File: src/rtl/ddof_pkg.sv
// Shared types, codes and helpers of the decay daughter overlap filter.
// No dependencies; every other file of the block imports this package.
package ddof_pkg;

    localparam int TABLE_DEPTH_DEF = 64;
    localparam int QUEUE_DEPTH     = 2;   // must be a power of two
    localparam int MOM_W           = 32;
    localparam int CNT_W           = 8;
    localparam int DIV_STEPS       = 32;

    // Operation codes of an input item.
    localparam logic [1:0] OP_LAMBDA = 2'd0;
    localparam logic [1:0] OP_KSHORT = 2'd1;
    localparam logic [1:0] OP_END    = 2'd2;

    // Result kinds.
    localparam logic KIND_VERDICT  = 1'b0;
    localparam logic KIND_DECISION = 1'b1;

    // Register indexes of the configuration port.
    localparam logic [1:0] REG_MODE     = 2'd0;
    localparam logic [1:0] REG_MIN_LAM  = 2'd1;
    localparam logic [1:0] REG_MIN_KSH  = 2'd2;
    localparam logic [1:0] REG_PRESCALE = 2'd3;

    typedef struct packed {
        logic [1:0]         op;
        logic [3*MOM_W-1:0] mom;
        logic               last;
    } t_item;

    typedef struct packed {
        logic             valid;
        logic             kind;
        logic             kept;
        logic             accept;
        logic [CNT_W-1:0] lam;
        logic [CNT_W-1:0] ksh;
        logic             ovf;
    } t_result;

    typedef struct packed {
        logic done;
        logic zero;
    } t_rem_status;

    function automatic logic [CNT_W-1:0] sat_inc(input logic [CNT_W-1:0] v);
        return (v == {CNT_W{1'b1}}) ? v : v + CNT_W'(1);
    endfunction

endpackage

File: src/rtl/ddof_front.sv
// Front end: accepts items, drops those that cause no work, and queues the rest.
// Depends on ddof_pkg.
module ddof_front
    import ddof_pkg::*;
(
    input  logic                 i_clk,
    input  logic                 i_rst_n,
    input  logic                 i_start,
    input  logic [1:0]           i_op,
    input  logic [3*MOM_W-1:0]   i_mom,
    input  logic                 i_last,
    input  logic                 i_data_mode,
    input  logic                 i_pop,
    output logic                 o_busy,
    output logic                 o_avail,
    output t_item                o_head
);

    localparam int QAW = (QUEUE_DEPTH > 1) ? $clog2(QUEUE_DEPTH) : 1;
    localparam int QCW = $clog2(QUEUE_DEPTH + 1);
    localparam logic [QCW-1:0] QD_C = QCW'(QUEUE_DEPTH);

    t_item          r_q [QUEUE_DEPTH];
    logic [QAW-1:0] r_wp, r_rp;
    logic [QCW-1:0] r_cnt;
    logic           accept, push, pop;

    assign o_busy  = (r_cnt == QD_C);
    assign o_avail = (r_cnt != '0);
    assign o_head  = r_q[r_rp];
    assign accept  = i_start && !o_busy;
    // Operation code 3 does nothing, and lambda daughters mean nothing
    // when the block runs on simulated input.
    assign push    = accept && ((i_op == OP_KSHORT) || (i_op == OP_END) ||
                                ((i_op == OP_LAMBDA) && i_data_mode));
    assign pop     = i_pop && o_avail;

    always_ff @(posedge i_clk) begin
        if (push) begin
            r_q[r_wp] <= '{op: i_op, mom: i_mom, last: i_last};
        end
    end

    always_ff @(posedge i_clk) begin
        if (!i_rst_n) begin
            r_wp  <= '0;
            r_rp  <= '0;
            r_cnt <= '0;
        end else begin
            if (push) r_wp <= r_wp + QAW'(1);
            if (pop)  r_rp <= r_rp + QAW'(1);
            r_cnt <= r_cnt + QCW'(push) - QCW'(pop);
        end
    end

endmodule

File: config.mk
export PLATFORM = sky130hd
export DESIGN_NAME = ddof_front
export DESIGN_NICKNAME = d
export VERILOG_FILES = /design/src/rtl/ddof_pkg.sv /design/src/rtl/ddof_front.sv
export SDC_FILE = /design/constraint.sdc
export NUM_CORES = 1
export LEC_CHECK = 0
export BUFFER_PORTS_ARGS = -buffer_cell sky130_fd_sc_hd__clkbuf_2
export CAP_MARGIN = 30
export CORE_ASPECT_RATIO = 1.4
export CORE_MARGIN = 2
export CORE_UTILIZATION = 50
export DETAILED_ROUTE_END_ITERATION = 8
export PLACE_DENSITY = 0.77
export SLEW_MARGIN = 40
export SYNTH_ARGS = -nofsm -noshare
export SYNTH_HDL_FRONTEND = slang
export SYNTH_SLANG_ARGS = --single-unit
File: constraint.sdc
create_clock -name i_clk -period 18 [get_ports i_clk]
set_input_delay 0 -clock i_clk [delete_from_list [all_inputs] [get_ports i_clk]]
set_output_delay 0 -clock i_clk [all_outputs]
set_load 0.02 [all_outputs]
==> summary.md <==
| Metric | Value |
|---|---|
| Outcome | finished, final reports clean |
| Clk sinks | 203 |
| CTS max path bufs | 3 |
| Synth top cells by count | 198 x edfxtp_1, 99 x mux2_2, 11 x buf_2 |
| Initial core utilization | 0.512 |
| Worst VDD drop | 0.0868 mV |
| Clock latency on the worst-skew pair | 0.46 ns |
| Vias in the first global route | 4674 |
| Buffers inserted by post-CTS timing repair | 0 |
| Fillers | 915 |
| PostCTS Resize Cnt | 0 |
| CTS root buf | clkbuf_16 |
| Global route overflow | 0 |
| Final Cycle Share | 0.141 |
| Worst Path Buf+Inv | 2 |
| Total number of vias | 4305 |
| Max Cap Viol | 0 |
| Fin. Hold Viols | 0 |
| Worst setup SP type | flip-flop |
| Final wirelength | 15200 µm |
| Final non-filler cell total | 860 |
| DRT iter0 DRCs | 204 |
| Cell taking the most area after synthesis | edfxtp_1 |
| Hold Crit Depth | 3 |
| DR WL met2 | 8560 µm |
| # rows | 52 |
| Reg clk slew, reported paths | 0.06 ns |
| Yosys Warn Count | 0 |
| Crit end category | output port |
| CTS tree | built |
| First-pass GRT wire length | 22900 µm |
| Wirelength per Cell | 17.7 µm |
| Logic pwr share | 0.266 |
| Core Area | 14400 µm² |
| Layout Skew | 0.00804 ns |
| Arr. time, crit path | 2.54 ns |
| Top_reg_cell synth | edfxtp_1 |
| H-Tree Level Count | 1 |
| RSZ-0062 raised after global routing | false |
| Transition time of the tightest slew-check pin | 0.719 ns |
| Max_slew headroom | 0.521 |
| WL met1 | 5360 µm |
| Yosys reg bits | 203 |
| Final worst slack | 15.46 ns |
| Reg area | 6050 µm² |
| R2R cell count | 4 |
| Avg Inst Size Synth | 21.7 µm² |
| Synth top area cells | edfxtp_1 80%, mux2_2 15%, dfxtp_1 1.4%, buf_2 0.74%, ha_1 0.51% |
| Setup TNS | 0 ns |
| Reg power frac | 0.452 |
| Async S/R FF share, synth | 0 |
| Critical Path Max Stage Delay | 0.72 ns |
| Max FO, Critical Path | 55 |
| Largest net degree at the start of global routing | 56 |
| Avg Vias per Cell | 5.01 |
| Clock group share of total power | 0.282 |
| Tot Pwr | 1.33 mW |
| Worst-path cell chain | buf_4 > mux2_2 > clkbuf_2 |
| Final Net Count | 766 |
| Switch Pwr | 0.384 mW |
| Min Hold Slack | 0.107 ns |
| IO buf count | 204 |
| Full die area | 15800 µm² |
| I/O Pins | 205 |
| Synth cell types | 20 |
| Sw frac | 0.289 |
| Die width | 107 µm |
| Post-synthesis sequential area ratio | 0.818 |
| Placed Area | 8640 µm² |
| Area Overhead vs Synth | 38.5% |
| Final min period | 2.54 ns |
| CP Class | flip-flop to output port |
| Fraction of layout cells with a size suffix above 1 | 0.503 |
| EDFF count, synth | 198 |
| Multi-input logic area | 1280 µm² |
| R2r startpoint | r_cnt[1] |
| Hold endpoint | r_wp |
| Critical Path RT | 18.00 ns |
| Total track usage | 0.187 |
| Mapped Nets | 447 |
| Hold Startpoint | i_start |
| # setup viols final | 0 |
| Uppermost layer routed | met4 |
| Initial antenna violation count | 1 |
| Most common cell in the netlist | edfxtp_1 |
| Worst path slowest cell | dfxtp_4 |
| Finished Cell Area | 10200 µm² |
| Internal | 0.946 mW |
| Worst R2R End | r_q[1][56] |
| Leak Pwr | 3.91 nW |
| Gate Count Post-Synth | 340 |
| FMAX | 393 MHz |
| Initial DRT Pass Iterations | 6 |
| Max-slew violation count | 0 |
| Synthesized area | 7390 µm² |
| GP Congestion | 0.737 |
| P per Cell Area | 130 nW/µm² |
| DIE HEIGHT | 148 µm |
| DRC Markers | 0 |
| Pre-CTS WS | 15.91 ns |
| Yosys top cell area share | 0.804 |
| Met3 WL | 794 µm |
| Worst Hold Class | input pin to flip-flop |
| Crit path max-delay family | buffers and inverters |
| Placed wire-length estimate | 8960 µm |
| Post-DRT Antenna Nets | 0 |
| Total CTS buffers | 19 |
| Placed Instances | 726 |
| Critical path depth | 3 |
| Final core area utilization | 0.709 |
| R2r setup slk | 15.89 ns |
==> registers in the layout, indices dropped and copies added, names as in the netlist, named ones only <==
register and cells:
r_cnt 2, r_q 198, r_rp 1, r_wp 1
==> metal layers <==
layer | up-vias | GRT usage
met5 | - | 0
met4 | 0 | 0.0812
met3 | 34 | 0.0322
met2 | 167 | 0.356
met1 | 2132 | 0.201
li1 | 1972 | -
==> placed cells by master, fill, tap and decap left out, types with 2 or more instances in the layout <==
| cell | instances |
|---|---|
| clkinv_1 | 6 |
| bufinv_16 | 2 |
| clkbuf_1 | 3 |
| buf_4 | 5 |
| mux2_2 | 99 |
| dfxtp_1 | 4 |
| clkinv_2 | 2 |
| edfxtp_1 | 198 |
| clkbuf_2 | 204 |
| nand2_1 | 2 |
| nor2_4 | 2 |
| nor2_1 | 3 |
| clkbuf_16 | 19 |
| inv_1 | 5 |
| ha_1 | 3 |
| dlygate4sd3_1 | 101 |
==> area by class of cell <==
cell class | instances | area share
flip-flops and latches | 203 | 0.591
repair buffers | 310 | 0.202
multi-input cells | 120 | 0.125
clock buffers | 22 | 0.0475
well taps | 189 | 0.0231
clock inverters | 10 | 0.00904
inverters | 5 | 0.00183
diodes | 1 | 0.000244
==> worst min-delay path: cells and delay by family <==
family | cells | cell delay, ns
buf+inv | 1 | 0.07
mux | 1 | 0.12
simple gates | 1 | 0.33
==> cell families after synthesis <==
family,Yosys count,synth area share
xor+xnor,2,0.00237
simple gates,13,0.00999
flops,203,0.818
compound gates,2,0.00169
buf+inv,17,0.0110
fa+ha+maj,3,0.00508
mux,100,0.152
==> power by group through the flow <==
stage / clock network (mW) / registers, mW / logic [mW]
after floorplan: 0 / 0.599 / 0.244
after global routing: 0.403 / 0.607 / 0.375
after CTS: 0.384 / 0.602 / 0.355
after global placement: 0 / 0.608 / 0.332
after detailed placement: 0 / 0.612 / 0.335
final: 0.375 / 0.602 / 0.354
==> timing repair <==
item                       4_1_cts  5_1_grt
hold endpoints to repair       203        0
setup endpoints to repair        0        0
hold buffers                   101        0
==> worst max path at each step <==
stage / slack (ns) / from / to
floorplan: 12.33 / r_cnt[1] / r_q[0][0]
global placement: 15.95 / flip-flop / o_head[7]
detailed placement: 15.91 / r_cnt[1] / r_q[1][29]
CTS: 15.43 / flip-flop / o_head[12]
global route: 15.33 / flip-flop / o_head[22]
finish: 15.46 / flip-flop / o_head[10]
Note: power is estimated with default switching activity, not from simulation.
